$ cat config.mk
export PLATFORM = sky130hd
export DESIGN_NAME = fastcgi_record_deframer
export DESIGN_NICKNAME = d
export VERILOG_FILES = /design/src/rtl/fcrd_pkg.sv /design/src/rtl/fcrd_parser.sv /design/src/rtl/fcrd_out_reg.sv /design/src/rtl/fastcgi_record_deframer.sv
export VERILOG_INCLUDE_DIRS = /design/src /design/src/rtl
export SDC_FILE = /design/constraint.sdc
export NUM_CORES = 1
export LEC_CHECK = 0
export BUFFER_PORTS_ARGS = -buffer_cell sky130_fd_sc_hd__buf_2
export CAP_MARGIN = 20
export CORE_MARGIN = 3
export CORE_UTILIZATION = 52
export CTS_CLUSTER_SIZE = 20
export DETAILED_ROUTE_END_ITERATION = 6
export MAX_ROUTING_LAYER = met4
export PLACE_DENSITY = 0.76
export REMOVE_ABC_BUFFERS = 1
export SETUP_SLACK_MARGIN = 0.2
export SYNTH_ARGS = -nofsm -noshare
export SYNTH_HDL_FRONTEND = slang
export SYNTH_SLANG_ARGS = --single-unit
export TNS_END_PERCENT = 100
$ cat constraint.sdc
create_clock -name clk_i -period 6.45 [get_ports clk_i]
set_input_delay 0.645 -clock clk_i [delete_from_list [all_inputs] [get_ports clk_i]]
set_output_delay 0.645 -clock clk_i [all_outputs]
set_load 0.02 [all_outputs]
$ cat src/rtl/fastcgi_record_deframer_defines.svh
// Assertion macros used by the deframer parser RTL.
`ifndef FASTCGI_RECORD_DEFRAMER_DEFINES_SVH
`define FASTCGI_RECORD_DEFRAMER_DEFINES_SVH

// Same-cycle property, clocked on clk_i, off during reset.
`define FCRD_ASSERT(lbl, prop, msg) \
  lbl: assert property (@(posedge clk_i) disable iff (!rst_ni) (prop)) else $error(msg);

// Next-cycle implication.
`define FCRD_ASSERT_NEXT(lbl, pre, post, msg) \
  `FCRD_ASSERT(lbl, (pre) |=> (post), msg)

`endif

$ cat src/rtl/fcrd_pkg.sv
// Shared constants and types for the FastCGI record deframer.
`timescale 1ns / 1ps
package fcrd_pkg;

  localparam int BUFFER_BYTES = 4096;   // 8 .. 65536
  localparam int HDR_BYTES    = 8;
  localparam int HDR_IDX_W    = $clog2(HDR_BYTES);
  localparam int OFF_W        = 17;     // content + padding offset

  typedef enum logic [HDR_IDX_W-1:0] {
    HDR_VER     = 3'd0,
    HDR_TYPE    = 3'd1,
    HDR_REQ_HI  = 3'd2,
    HDR_REQ_LO  = 3'd3,
    HDR_LEN_HI  = 3'd4,
    HDR_LEN_LO  = 3'd5,
    HDR_PAD     = 3'd6,
    HDR_RSV     = 3'd7
  } hdr_idx_e;

  typedef struct packed {
    logic             data_valid;
    logic [7:0]       payload_byte;
    logic [OFF_W-1:0] body_offset;
    logic             is_padding;
    logic             kept;
    logic             last;
    logic [7:0]       version;
    logic [7:0]       record_type;
    logic [15:0]      request_id;
    logic [15:0]      content_length;
    logic [7:0]       padding_length;
    logic [7:0]       reserved_byte;
  } res_t;

endpackage

$ cat src/rtl/fcrd_parser.sv
// Header capture, body counter and per-word result logic.
`timescale 1ns / 1ps
`include "fastcgi_record_deframer_defines.svh"
module fcrd_parser (
  input  logic          clk_i,
  input  logic          rst_ni,
  input  logic          acc_i,
  input  logic [7:0]    data_i,
  output logic          res_vld_o,
  output fcrd_pkg::res_t res_o
);
  import fcrd_pkg::*;

  localparam logic [OFF_W-1:0] BUF_LIM = OFF_W'(BUFFER_BYTES);

  logic             in_body_q, in_body_d;
  logic [OFF_W-1:0] pos_q, pos_d;
  logic [7:0]       ver_q, ver_d, typ_q, typ_d, pad_q, pad_d, rsv_q, rsv_d;
  logic [15:0]      req_q, req_d, len_q, len_d;

  logic [OFF_W-1:0] total;
  logic [OFF_W:0]   pos_inc;
  hdr_idx_e         idx;
  logic             fin;

  assign total   = {1'b0, len_q} + {{(OFF_W-8){1'b0}}, pad_q};
  assign pos_inc = {1'b0, pos_q} + {{OFF_W{1'b0}}, 1'b1};
  assign idx     = hdr_idx_e'(pos_q[HDR_IDX_W-1:0]);
  assign fin     = pos_inc >= {1'b0, total};

  always_comb begin
    in_body_d = in_body_q;
    pos_d     = pos_q;
    ver_d     = ver_q;
    typ_d     = typ_q;
    req_d     = req_q;
    len_d     = len_q;
    pad_d     = pad_q;
    rsv_d     = rsv_q;
    res_vld_o = 1'b0;

    res_o.data_valid     = 1'b1;
    res_o.payload_byte   = data_i;
    res_o.body_offset    = pos_q;
    res_o.is_padding     = pos_q >= {1'b0, len_q};
    res_o.kept           = pos_q < BUF_LIM;
    res_o.last           = fin;
    res_o.version        = ver_q;
    res_o.record_type    = typ_q;
    res_o.request_id     = req_q;
    res_o.content_length = len_q;
    res_o.padding_length = pad_q;
    res_o.reserved_byte  = rsv_q;

    if (acc_i) begin
      if (!in_body_q) begin
        case (idx)
          HDR_VER:    ver_d = data_i;
          HDR_TYPE:   typ_d = data_i;
          HDR_REQ_HI: req_d = {data_i, req_q[7:0]};
          HDR_REQ_LO: req_d = {req_q[15:8], data_i};
          HDR_LEN_HI: len_d = {data_i, len_q[7:0]};
          HDR_LEN_LO: len_d = {len_q[15:8], data_i};
          HDR_PAD:    pad_d = data_i;
          default:    rsv_d = data_i;
        endcase
        if (idx != HDR_RSV) begin
          pos_d = OFF_W'(pos_q[HDR_IDX_W-1:0]) + OFF_W'(1);
        end else begin
          pos_d = '0;
          if (total == '0) begin
            // empty record: one marker word carrying the captured header plus byte 7, then the header clears
            res_vld_o            = 1'b1;
            res_o.data_valid     = 1'b0;
            res_o.payload_byte   = '0;
            res_o.body_offset    = '0;
            res_o.is_padding     = 1'b0;
            res_o.kept           = 1'b0;
            res_o.last           = 1'b1;
            res_o.reserved_byte  = data_i;
            ver_d = '0; typ_d = '0; req_d = '0;
            len_d = '0; pad_d = '0; rsv_d = '0;
          end else begin
            in_body_d = 1'b1;
          end
        end
      end else begin
        res_vld_o = 1'b1;
        if (fin) begin
          in_body_d = 1'b0;
          pos_d     = '0;
          ver_d = '0; typ_d = '0; req_d = '0;
          len_d = '0; pad_d = '0; rsv_d = '0;
        end else begin
          pos_d = pos_inc[OFF_W-1:0];
        end
      end
    end
  end

  always_ff @(posedge clk_i or negedge rst_ni) begin
    if (!rst_ni) begin
      in_body_q <= 1'b0;
      pos_q     <= '0;
      ver_q     <= '0;
      typ_q     <= '0;
      req_q     <= '0;
      len_q     <= '0;
      pad_q     <= '0;
      rsv_q     <= '0;
    end else begin
      in_body_q <= in_body_d;
      pos_q     <= pos_d;
      ver_q     <= ver_d;
      typ_q     <= typ_d;
      req_q     <= req_d;
      len_q     <= len_d;
      pad_q     <= pad_d;
      rsv_q     <= rsv_d;
    end
  end

  `FCRD_ASSERT(a_body_word_out, acc_i && in_body_q |-> res_vld_o,
               "body byte accepted without a result")
  `FCRD_ASSERT_NEXT(a_last_rewinds, res_vld_o && res_o.last,
                    !in_body_q && pos_q == '0, "record end did not rewind")
  `FCRD_ASSERT(a_hdr_pos_range, !in_body_q |-> pos_q < OFF_W'(HDR_BYTES),
               "header index out of range")
  `FCRD_ASSERT(a_empty_is_last, res_vld_o && !res_o.data_valid |-> res_o.last,
               "empty-record marker without last")

endmodule

$ cat src/rtl/fcrd_out_reg.sv
// Result register between the parser and the output channel.
`timescale 1ns / 1ps
module fcrd_out_reg (
  input  logic           clk_i,
  input  logic           rst_ni,
  input  logic           res_vld_i,
  input  fcrd_pkg::res_t res_i,
  output logic           can_take_o,
  output logic           out_valid_o,
  input  logic           out_stall_i,
  output fcrd_pkg::res_t out_o
);
  import fcrd_pkg::*;

  logic vld_q, vld_d;
  res_t res_q;

  // room when empty or the held word leaves this cycle
  assign can_take_o  = !vld_q || !out_stall_i;
  assign vld_d       = can_take_o ? res_vld_i : vld_q;
  assign out_valid_o = vld_q;
  assign out_o       = res_q;

  always_ff @(posedge clk_i or negedge rst_ni) begin
    if (!rst_ni) begin
      vld_q <= 1'b0;
    end else begin
      vld_q <= vld_d;
    end
  end

  always_ff @(posedge clk_i) begin
    if (can_take_o && res_vld_i) begin
      res_q <= res_i;
    end
  end

endmodule

$ cat src/rtl/fastcgi_record_deframer.sv
// Top level of the FastCGI record deframer.
//
//   channel | direction | handshake                | payload
//   --------+-----------+--------------------------+-----------------------------
//   in      | input     | in_valid_i / in_stall_o  | data_byte_i
//   out     | output    | out_valid_o / out_stall_i| data_valid_o .. reserved_byte_o
//
// One stream byte per cycle unless a held word meets out_stall_i high. A body
// word appears at the outputs in the cycle after its byte is accepted (the
// result register is the only stage). Header tracker and body counter update
// per byte, so words follow back to back. Header bytes 0..6 give no output word.
// rst_ni is asynchronous, active low; it clears the header and the counter.
// in_stall_o rises only while a word is held and out_stall_i is high.
`timescale 1ns / 1ps
module fastcgi_record_deframer (
  input  logic        clk_i,
  input  logic        rst_ni,
  input  logic        in_valid_i,
  output logic        in_stall_o,
  input  logic [7:0]  data_byte_i,
  output logic        out_valid_o,
  input  logic        out_stall_i,
  output logic        data_valid_o,
  output logic [7:0]  payload_byte_o,
  output logic [16:0] body_offset_o,
  output logic        is_padding_o,
  output logic        kept_o,
  output logic        last_o,
  output logic [7:0]  version_o,
  output logic [7:0]  record_type_o,
  output logic [15:0] request_id_o,
  output logic [15:0] content_length_o,
  output logic [7:0]  padding_length_o,
  output logic [7:0]  reserved_byte_o
);
  import fcrd_pkg::*;

  logic acc;
  logic res_vld;
  logic can_take;
  res_t res;
  res_t out_res;

  // a byte is taken whenever the result register has room
  assign in_stall_o = !can_take;
  assign acc        = in_valid_i && can_take;

  fcrd_parser u_parser (
    .clk_i     (clk_i),
    .rst_ni    (rst_ni),
    .acc_i     (acc),
    .data_i    (data_byte_i),
    .res_vld_o (res_vld),
    .res_o     (res)
  );

  fcrd_out_reg u_out_reg (
    .clk_i       (clk_i),
    .rst_ni      (rst_ni),
    .res_vld_i   (res_vld),
    .res_i       (res),
    .can_take_o  (can_take),
    .out_valid_o (out_valid_o),
    .out_stall_i (out_stall_i),
    .out_o       (out_res)
  );

  assign data_valid_o     = out_res.data_valid;
  assign payload_byte_o   = out_res.payload_byte;
  assign body_offset_o    = out_res.body_offset;
  assign is_padding_o     = out_res.is_padding;
  assign kept_o           = out_res.kept;
  assign last_o           = out_res.last;
  assign version_o        = out_res.version;
  assign record_type_o    = out_res.record_type;
  assign request_id_o     = out_res.request_id;
  assign content_length_o = out_res.content_length;
  assign padding_length_o = out_res.padding_length;
  assign reserved_byte_o  = out_res.reserved_byte;

endmodule

==> results.txt, run 1 <==
Setup violations, final - 0
clk buf depth - 2
Post-Syn Area per Cell - 12.9 sq um
largest family of logic cells by synthesized area - compound AO/OA/AOI/OAI gates
Unique masters post-synth - 64
row count - 45
RSZ-0062 raised after global routing - no
Die ar. - 17600 sq um
CTS tree - done
pwr dens - 456 nW/um^2
Seq/Total Area, Yosys - 58.4%
Max H-tree Level - 4
CTS sink count - 176
pre-CTS WS - 1.85 ns
DR WL met3 - 1.03 mm
fraction of layout cells with a size suffix above 1 - 23.4%
CP endpoint kind - flip-flop
Synth Area in Compound Gates - 16.1%
post-DP HPWL - 13.5 mm
final hold vios - 0
Via Count - 5685
status - complete, no violations
antenna violations before repair - 0
crit share post-route - 71.5%
Initial Utilization - 54.0%
DRC - 0
worst skew pair latency - 0.43 ns
Post-synth EDFFs - 93
Post-DRT Antenna Nets - 0
worst reg2reg endpoint - u_out_reg.out_o[71]$_DFFE_PP_
Worst slew margin - 32.4%
die width - 133 microns
fmax - 217 MHz
post-CTS setup buffer count - 0
count of pins over their slew limit - 0
Yosys reg bits - 176
Worst-Margin Slew - 1.01 ns
largest net degree at the start of global routing - 94
post-DR wirelength/cell - 19.9 microns
path depth of the worst reg2reg path - 11
CTS clk-pin slew, worst paths - 0.07 ns
Hold Crit Class - input pin to async pin
XOR/XNOR Fraction of Synth Area - 3.05%
simple-gate share of the synthesized area - 11.3%
Syn-to-layout area delta - 15.4%
M1 wire length - 8.70 mm
Final min period - 4.61 ns
met2 wire length - 9.20 mm
Final Hold Slack - 0.0981 ns
crit-path max FO - 93
drt pass-1 iters - 4
worst vdd rail ir drop - 0.205 mV
Post-Syn Area - 8330 sq um
critical path class - flip-flop to flip-flop
asr flop ratio synth - 47.2%
GRT Util Overall - 23.0%
CTS hold repair buffers - 0
Post-Route WL - 19.3 mm
total gr overflow - 0
layout net count - 803
num ports - 107
Highest Signal Layer - met4
cts repair resizes - 0
vias in the first global route - 5501
die span in y - 133 microns
most frequent cells in the layout - buf_2 (105), edfxtp_1 (93), dfrtp_1 (83), ha_1 (47), a22o_1 (44)
leading cell type in the layout, fill and taps excluded - buf_2
r2r setup slk - 1.84 ns
Core ar. - 15400 sq um
worst r2r src - u_parser.len_q[0]$_DFFE_PN0P_
skew final - 0.00685 ns
first-pass GRT wire length - 30.7 mm
vias per std cell - 5.88
Setup crit start kind - flip-flop
Yosys warning total - 0
Leak - 4.01 nW
Routability Congestion - 0.967
clock buffer count from CTS - 17
CTS Root Cell - clkbuf_16
data arrival time of the worst path - 4.68 ns
max_cap viols - 0
Iteration-0 DRC Markers - 296
antenna diode count - 0
# port buffers - 106
mux cell area share after synthesis - 1.08%
top_reg_cell synth - edfxtp_1
Critical Path RT - 6.52 ns
cells after synthesis - 644
worst setup margin - 1.84 ns
post-synthesis adder-cell area fraction - 7.30%
-- worst max-delay path, cell delays in order (launching register included) --
cell and delay, ns:
dfrtp_1 0.44, ha_1 0.24, fa_1 0.43, a211oi_2 0.35, o21ai_0 0.17, xnor2_1 0.30, nand4b_1 0.16, and4b_4 0.39
and4bb_1 0.84, nor2_1 0.27, nor2_4 0.18, buf_12 0.41
-- sequential cells by signal, summed over array words and instances (netlist names) --
name	flops
u_parser.rsv_q	8
u_parser.in_body_q	1
u_parser.pos_q	17
u_out_reg.out_o	93
u_parser.req_q	16
u_parser.pad_q	8
u_parser.typ_q	8
u_parser.ver_q	8
u_parser.len_q	16
u_out_reg.out_valid_o	1
-- stage by stage --
step | utilization [%] | TNS (ns) | total power, mW | instances | area (sq um)
6_report | 62.3 | 0 | 4.38 | 967 | 9610
5_1_grt | 62.3 | 0 | 4.63 | 967 | 9610
4_1_cts | 62.3 | 0 | 4.40 | 967 | 9610
3_5_place_dp | 58.7 | 0 | 3.41 | 935 | 9050
3_3_place_gp | 58.7 | 0 | 3.36 | 935 | 9050
2_1_floorplan | - | -89.77 | 2.90 | 613 | 8200
-- layer usage --
| layer | GRT usage (%) | up-vias |
|---|---|---|
| li1 | - | 2640 |
| met1 | 31.6 | 2825 |
| met2 | 35.3 | 193 |
| met3 | 4.07 | 27 |
| met4 | 7.33 | 0 |
| met5 | - | - |
-- cell families (layout without fill, tap and decap cells) --
group,after synthesis,in the layout
DFF,176,176
xor gates and xnor gates,29,29
and+or+nand+nor,169,169
AOI/OAI and AO/OA,159,159
adders and majority gates,48,48
buffers and inverters,55,167
muxes,8,8
-- report_power, final --
part,internal [mW],total [mW],switching (mW)
clock network,0.519,0.976,0.458
registers,1.56,1.81,0.243
logic,0.641,1.60,0.957
-- Yosys cell counts (6+ instances only) --
master | count | area share (%)
edfxtp_1 | 93 | 34
dfrtp_1 | 83 | 25
ha_1 | 47 | 7.1
a22o_1 | 44 | 4.6
nand2_1 | 40 | 1.8
nor2_1 | 31 | 1.4
o21ai_0 | 27 | 1.6
a32o_1 | 24 | 2.9
inv_1 | 24 | 1.1
xnor2_1 | 24 | 2.5
nor2b_1 | 23 | 1.7
a21oi_1 | 16 | 0.96
nand3_1 | 14 | 0.84
buf_1 | 13 | 0.59
and3_1 | 12 | 0.90
clkbuf_1 | 10 | 0.45
o211ai_1 | 9 | 0.81
nor3_1 | 8 | 0.48
o31ai_4 | 8 | 2.0
nand4_1 | 7 | 0.53
mux2_2 | 6 | 0.81
-- final cells by class --
type	instances	area, sq um
inverter	24	90.1
clock buffer	19	443
tap	211	264
sequential	176	4870
multi-input combinational	413	3240
fill	1215	5810
timing repair buffer	111	583
clock inverter	13	120
-- how the worst max path moves through the flow --
stage | to | slack (ns) | depth (start not counted) | startpoint
6_report | u_out_reg.out_o[71]$_DFFE_PP_ | 1.84 | 11 | u_parser.len_q[0]$_DFFE_PN0P_
5_1_grt | u_out_reg.out_o[71]$_DFFE_PP_ | 1.51 | 11 | u_parser.len_q[0]$_DFFE_PN0P_
4_1_cts | u_out_reg.out_o[81]$_DFFE_PP_ | 1.83 | 11 | u_parser.len_q[0]$_DFFE_PN0P_
3_5_place_dp | u_out_reg.out_o[76]$_DFFE_PP_ | 1.85 | 11 | u_parser.len_q[0]$_DFFE_PN0P_
3_3_place_gp | u_out_reg.out_o[66]$_DFFE_PP_ | 1.91 | 11 | u_parser.len_q[0]$_DFFE_PN0P_
2_1_floorplan | u_out_reg.out_o[0]$_DFFE_PP_ | -0.97 | 10 | u_parser.len_q[0]$_DFFE_PN0P_
(Power assumes the default switching activity.)
==> inputs of run 2 (changes only) <==
Clock period 6.45 ns to 4.05 ns, I/O delays scaled along.
==> run 2 against run 1 <==
Fmax grew 18%. First-iteration DRC count grew 27%. Hold slack gained 0.15 ns. Via count grew 3.7%. Critical path depth grew 5. Design area grew 5.9%. Global-route usage grew 0.52 points. Clock skew grew 0.0031 ns. Critical path type unchanged. Critical endpoint is now u_parser.typ_q[7]$_DFFE_PN0P_. Largest cell class unchanged. Largest power group is now combinational cells.
==> results.txt, run 2 (same netlist as run 1, synthesis figures left out) <==
RSZ-0062 raised after global routing - yes
Placed Instances - 947 (+1.3%)
vias per std cell - 5.86 (-0.39%)
Iteration-0 DRC Markers - 377 (+27%)
Hold Crit Class - input pin to flip-flop
largest net degree at the start of global routing - 84 (-11%)
die span in y - 133 microns (unchanged)
Final Hold Slack - 0.245 ns (+0.147 ns)
CTS tree - done
leading cell type in the layout, fill and taps excluded - buf_2
post-DP HPWL - 13.8 mm (+2.6%)
Worst-Margin Slew - 0.760 ns (-0.253 ns)
met3 Use GR - 4.07% (unchanged)
Hold Path End - u_out_reg.out_valid_o$_DFFE_PN0N_
GRT Util Overall - 23.5% (+0.52 points)
Via Count - 5897 (+3.7%)
row count - 45 (unchanged)
CP peak stage delay - 0.43 ns (-0.41 ns)
worst r2r src - u_parser.len_q[5]$_DFFE_PN0P_
Max H-tree Level - 4 (unchanged)
CTS clk-pin slew, worst paths - 0.07 ns (about the same)
die width - 133 microns (unchanged)
pwr dens - 723 nW/um^2 (+59%)
Setup violations, final - 0 (unchanged)
Hold Startpoint - out_stall_i
post-route insts no fill - 1007 (+4.1%)
total gr overflow - 0 (unchanged)
most frequent cells in the layout - buf_2 (105), edfxtp_1 (93), dfrtp_1 (76), a22o_1 (44), ha_1 (40)
Syn-to-layout area delta - 22.1%
fraction of layout cells with a size suffix above 1 - 30.4% (+7.0 points)
register area - 4880 sq um (+0.18%)
met2 track demand over resource - 37.0% (+1.8 points)
slowest CP cell - dfrtp_2
Post-Route WL - 19.9 mm (+3.3%)
worst skew pair latency - 0.43 ns (about the same)
Top Usage Layer GRT - met2
Die ar. - 17600 sq um (unchanged)
crit share post-route - 96.7% (+25 points)
crit-path max FO - 8 (-91%)
r2r setup slk - 0.13 ns (-1.71 ns)
Setup crit start kind - flip-flop
drt pass-1 iters - 4 (unchanged)
count of pins over their slew limit - 0 (unchanged)
worst vdd rail ir drop - 0.415 mV (+100%)
Final min period - 3.92 ns (-0.694 ns)
num ports - 107 (unchanged)
worst reg2reg endpoint - u_parser.typ_q[7]$_DFFE_PN0P_
Core ar. - 15400 sq um (unchanged)
CTS sink count - 176 (unchanged)
antenna diode count - 0 (unchanged)
Critical Path RT - 4.37 ns (-2.15 ns)
Post-DRT Antenna Nets - 0 (unchanged)
CP endpoint kind - flip-flop
vias in the first global route - 5881 (+6.9%)
Multi-input gate area - 3440 sq um (+6.0%)
Leak - 4.24 nW (+5.8%)
post-DR wirelength/cell - 19.8 microns (-0.76%)
Critical Path, Cell by Cell - ha_1 > nand4_1 > nor3_4 > nor2_4 > or3_1 > xnor2_1 > ha_1 > a21oi_1 > o211ai_1 > o211ai_1 > and4b_1 > o21a_4 > nor3_4 > buf_12 > o31ai_4 > a22o_1
first-pass GRT wire length - 31.8 mm (+3.5%)
layout net count - 843 (+5.0%)
clk buf depth - 2 (unchanged)
max_cap viols - 0 (unchanged)
Largest register FFs - 93 (unchanged)
Routability Congestion - 0.977 (+1.0%)
antenna violations before repair - 0 (unchanged)
hold-critical path depth - 3
DRC - 0 (unchanged)
clock buffer count from CTS - 17 (unchanged)
final hold vios - 0 (unchanged)
skew final - 0.00990 ns (+0.00305 ns)
fillers - 1151 (-5.3%)
status - complete, no violations
critical path class - flip-flop to flip-flop
fmax - 255 MHz (+18%)
GRT met1 Usage - 31.5% (-0.062 points)
setup TNS - 0 ns (unchanged)
data arrival time of the worst path - 4.23 ns (-0.45 ns)
CTS Root Cell - clkbuf_16
# port buffers - 106 (unchanged)
Power Total - 7.36 mW (+68%)
Worst slew margin - 49.2% (+17 points)
path depth of the worst reg2reg path - 16 (+5)
Initial Utilization - 54.0% (unchanged)
run 2: cell types whose count changed in the layout (fill, tap and decap cells not counted), sizes merged:
cell	previous run	this run
inv	32	29
dlygate4sd3	0	1
bufinv	0	1
buf	111	150
clkinv	3	7
clkinvlp	2	0
run 2: cell type report:
| type | count | area share (%) |
|---|---|---|
| tap | 211 | 2.59 |
| inverter | 24 | 0.885 |
| clock buffer | 19 | 4.25 |
| clock inverter | 13 | 1.28 |
| timing repair buffer | 151 | 9.26 |
| sequential | 176 | 47.9 |
| multi-input combinational | 413 | 33.8 |
run 2: worst max-delay path by stage:
stage / start / to / cells past startpoint
5_1_grt: u_parser.len_q[5]$_DFFE_PN0P_ / u_parser.typ_q[0]$_DFFE_PN0P_ / 16
6_report: u_parser.len_q[5]$_DFFE_PN0P_ / u_parser.typ_q[7]$_DFFE_PN0P_ / 16
3_3_place_gp: u_parser.len_q[0]$_DFFE_PN0P_ / u_parser.typ_q[6]$_DFFE_PN0P_ / 16
3_5_place_dp: u_parser.len_q[0]$_DFFE_PN0P_ / u_parser.typ_q[7]$_DFFE_PN0P_ / 17
4_1_cts: u_parser.len_q[5]$_DFFE_PN0P_ / u_parser.typ_q[7]$_DFFE_PN0P_ / 15
2_1_floorplan: u_parser.len_q[0]$_DFFE_PN0P_ / u_out_reg.out_o[0]$_DFFE_PP_ / 10
run 2: what timing repair did:
action / in CTS / in global routing
setup buffers: 5 / 21
hold buffers: 0 / 1
resized for setup: 16 / 25
pin swaps: 8 / 59
endpoints found under the hold margin: 0 / 17
endpoints found under the setup margin: 69 / 130
run 2: through the flow:
stage | worst slack, ns | instance area (sq um) | util [%]
after floorplan | -3.37 | 8200 | -
after global placement | 0.0534 | 9150 | 59.3
after detailed placement | -0.0129 | 9150 | 59.3
after CTS | 0.201 | 9830 | 63.7
after global routing | -0.0371 | 10200 | 66.0
final | 0.133 | 10200 | 66.0
run 2: routing by layer:
| layer | vias to the layer above | routed length, microns |
|---|---|---|
| met4 | 0 | 431 |
| met3 | 30 | 1110 |
| met5 | - | 0 |
| li1 | 2713 | - |
| met1 | 2926 | 8850 |
| met2 | 228 | 9510 |
run 2: worst max-delay path, delay by kind of cell (launching register included):
family                   cells  cell delay, ns
AO/OA/AOI/OAI                6            0.99
XOR/XNOR                     1            0.15
adder cells (fa/ha/maj)      2            0.63
buffers and inverters        1            0.19
flip-flops                   1            0.43
AND/OR/NAND/NOR              6            1.40
run 2: power breakdown:
group          total (mW)  switching [mW]  internal [mW]
combinational        2.92            1.65           1.27
sequential           2.87           0.374           2.50
clock                1.57           0.710          0.861
total                7.36            2.74           4.62
==> inputs of run 3 (changes only) <==
--- a/config.mk
+++ b/config.mk
@@ -9,5 +9,4 @@
 export BUFFER_PORTS_ARGS = -buffer_cell sky130_fd_sc_hd__buf_2
 export CAP_MARGIN = 20
-export CORE_MARGIN = 3
 export CORE_UTILIZATION = 52
 export CTS_CLUSTER_SIZE = 20
==> constraint.sdc (replaced) <==
create_clock -name clk_i -period 4.05 [get_ports clk_i]
set_input_delay 0.2025 -clock clk_i [delete_from_list [all_inputs] [get_ports clk_i]]
set_output_delay 0.2025 -clock clk_i [all_outputs]
set_load 0.02 [all_outputs]
==> run 3 against run 2 <==
Die area down 5.9%. Wire length is 0.33% lower. Global-route usage grew 2.5 points.
==> results.txt, run 3 (same netlist as run 1, synthesis figures left out) <==
RSZ-0062 raised after global routing - yes
Post-Route WL - 19.8 mm (-0.33%)
Top Usage Layer GRT - met2
final hold vios - 0 (unchanged)
Routability Congestion - 0.946 (-3.2%)
num ports - 107 (unchanged)
Hold Crit Class - input pin to flip-flop
# port buffers - 106 (unchanged)
fraction of layout cells with a size suffix above 1 - 28.1% (-2.3 points)
worst vdd rail ir drop - 0.357 mV (-14%)
Hold Startpoint - out_stall_i
worst skew pair latency - 0.44 ns (about the same)
CTS Root Cell - clkbuf_16
Leak - 4.18 nW (-1.4%)
sw frac - 37.7% (+0.49 points)
net switching power figure - 2.78 mW (+1.5%)
clock buffer count from CTS - 17 (unchanged)
layout net count - 827 (-1.9%)
status - complete, no violations
CTS clk-pin slew, worst paths - 0.07 ns (about the same)
most frequent cells in the layout - buf_2 (105), edfxtp_1 (93), dfrtp_1 (82), a22o_1 (44), ha_1 (40)
GRT Util Overall - 26.0% (+2.5 points)
CP endpoint kind - flip-flop
Via Count - 5822 (-1.3%)
fmax - 261 MHz (+2.3%)
Syn-to-layout area delta - 20.7%
clock share of power - 22.3% (+0.9 points)
fillers - 1178 (+2.3%)
Final Hold Slack - 0.0466 ns (-0.198 ns)
Core ar. - 15400 sq um (unchanged)
r2r setup slk - 0.22 ns (+0.09 ns)
post-DR wirelength/cell - 20.0 microns (+1.3%)
first-pass GRT wire length - 31.2 mm (-2.0%)
worst r2r src - u_parser.len_q[0]$_DFFE_PN0P_
vias per std cell - 5.87 (+0.32%)
DRC - 0 (unchanged)
Finished Core Util - 65.2% (-0.78 points)
post-DP HPWL - 13.5 mm (-2.0%)
Setup violations, final - 0 (unchanged)
met2 track demand over resource - 41.5% (+4.4 points)
die span in y - 129 microns (-3.0%)
critical path class - flip-flop to flip-flop
Worst-Margin Slew - 0.819 ns (+0.0587 ns)
leading cell type in the layout, fill and taps excluded - buf_2
antenna diode count - 0 (unchanged)
vias in the first global route - 5766 (-2.0%)
Post-DRT Antenna Nets - 0 (unchanged)
Initial Utilization - 54.0% (unchanged)
skew final - 0.00973 ns (-0.000173 ns)
internal power - 4.60 mW (-0.59%)
post-route insts no fill - 991 (-1.6%)
CTS tree - done
row count - 45 (unchanged)
Logic pwr share - 39.0% (-0.7 points)
Die ar. - 16500 sq um (-5.9%)
GRT met1 Usage - 33.7% (+2.2 points)
drt pass-1 iters - 5 (+1)
Setup crit start kind - flip-flop
Sequential Power Share - 38.7% (-0.3 points)
data arrival time of the worst path - 4.15 ns (-0.08 ns)
Power Total - 7.37 mW (+0.19%)
die width - 129 microns (-3.0%)
clk buf depth - 2 (unchanged)
Max H-tree Level - 4 (unchanged)
crit path to - u_parser.rsv_q[6]$_DFFE_PN0P_
max_cap viols - 0 (unchanged)
Final min period - 3.83 ns (-0.0863 ns)
Iteration-0 DRC Markers - 419 (+11%)
crit-path max FO - 8 (unchanged)
met3 Use GR - 4.32% (+0.26 points)
CTS sink count - 176 (unchanged)
crit share post-route - 94.6% (-2.1 points)
path depth of the worst reg2reg path - 16 (unchanged)
crit path from - u_parser.len_q[0]$_DFFE_PN0P_
Largest register FFs - 93 (unchanged)
Placed Instances - 946 (-0.11%)
pwr dens - 733 nW/um^2 (+1.4%)
antenna violations before repair - 0 (unchanged)
largest net degree at the start of global routing - 84 (unchanged)
worst reg2reg endpoint - u_parser.rsv_q[6]$_DFFE_PN0P_
total gr overflow - 0 (unchanged)
Critical Path RT - 4.36 ns (about the same)
Worst slew margin - 45.3% (-3.9 points)
count of pins over their slew limit - 0 (unchanged)
## run 3: changes by cell type in the layout (fill, tap and decap cells not counted), moves of 3 or more
cell and delta:
buf_4 -15, dfrtp_1 +6, dfrtp_2 -6, buf_6 -3, clkinv_4 -3
## run 3: cell type report
type	count	area, sq um	area share, %
Clock buffer	17	425	4.23
Timing Repair Buffer	135	836	8.31
Tap cell	211	264	2.63
Clock inverter	15	169	1.68
Multi-Input combinational cell	413	3400	33.8
Sequential cell	176	4870	48.4
Inverter	24	90.1	0.896
## run 3: worst max-delay path: stages, from the launching register on
cell and delay (ns):
dfrtp_1 0.43, ha_4 0.18, fa_2 0.37, a211oi_4 0.29
o21a_1 0.20, o21ai_2 0.07, xnor2_1 0.15, ha_1 0.32
nand2_1 0.08, o21ai_2 0.17, a41oi_2 0.06, or3_4 0.35
o21a_4 0.22, nor3_4 0.21, buf_12 0.20, o31ai_4 0.12
a22o_1 0.29
## run 3: stage by stage
step | worst slack [ns] | instance area, sq um | setup TNS (ns)
after floorplan | -3.37 | 8200 | -312.97
after global placement | 0.0985 | 9180 | 0
after detailed placement | 0.0225 | 9180 | 0
after CTS | 0.209 | 9910 | 0
after global routing | 0.0926 | 10100 | 0
final | 0.219 | 10100 | 0
## run 3: timing repair
| item | in CTS | in global routing |
|---|---|---|
| setup buffers | 4 | 7 |
| hold buffers | 1 | 0 |
| pin swaps | 3 | 39 |
| endpoints found under the hold margin | 2 | 0 |
| resized for setup | 13 | 12 |
| setup endpoints to repair | 70 | 68 |
## run 3: worst min-delay path by stage
stage	to	slack [ns]	cells past startpoint
after floorplan	u_out_reg.out_valid_o$_DFFE_PN0N_	-0.09	0
after global placement	u_parser.pos_q[16]$_DFFE_PN0P_	0.44	1
after detailed placement	u_out_reg.out_o[44]$_DFFE_PP_	0.44	0
after CTS	u_out_reg.out_valid_o$_DFFE_PN0N_	0.04	3
after global routing	u_out_reg.out_valid_o$_DFFE_PN0N_	0.07	3
final	u_out_reg.out_valid_o$_DFFE_PN0N_	0.05	3
## run 3: layer usage
layer | vias up | routed length, microns
met5 | - | 0
met4 | 0 | 299
met3 | 24 | 1050
met2 | 210 | 9640
met1 | 2907 | 8840
li1 | 2681 | -
## run 3: power groups by stage
stage          clock (mW)  sequential [mW]  combinational (mW)
6_report             1.64             2.86                2.88
4_1_cts              1.67             2.83                2.79
3_3_place_gp            0             2.82                2.59
5_1_grt              1.73             2.91                3.11
2_1_floorplan           0             3.04                1.59
3_5_place_dp            0             2.85                2.67
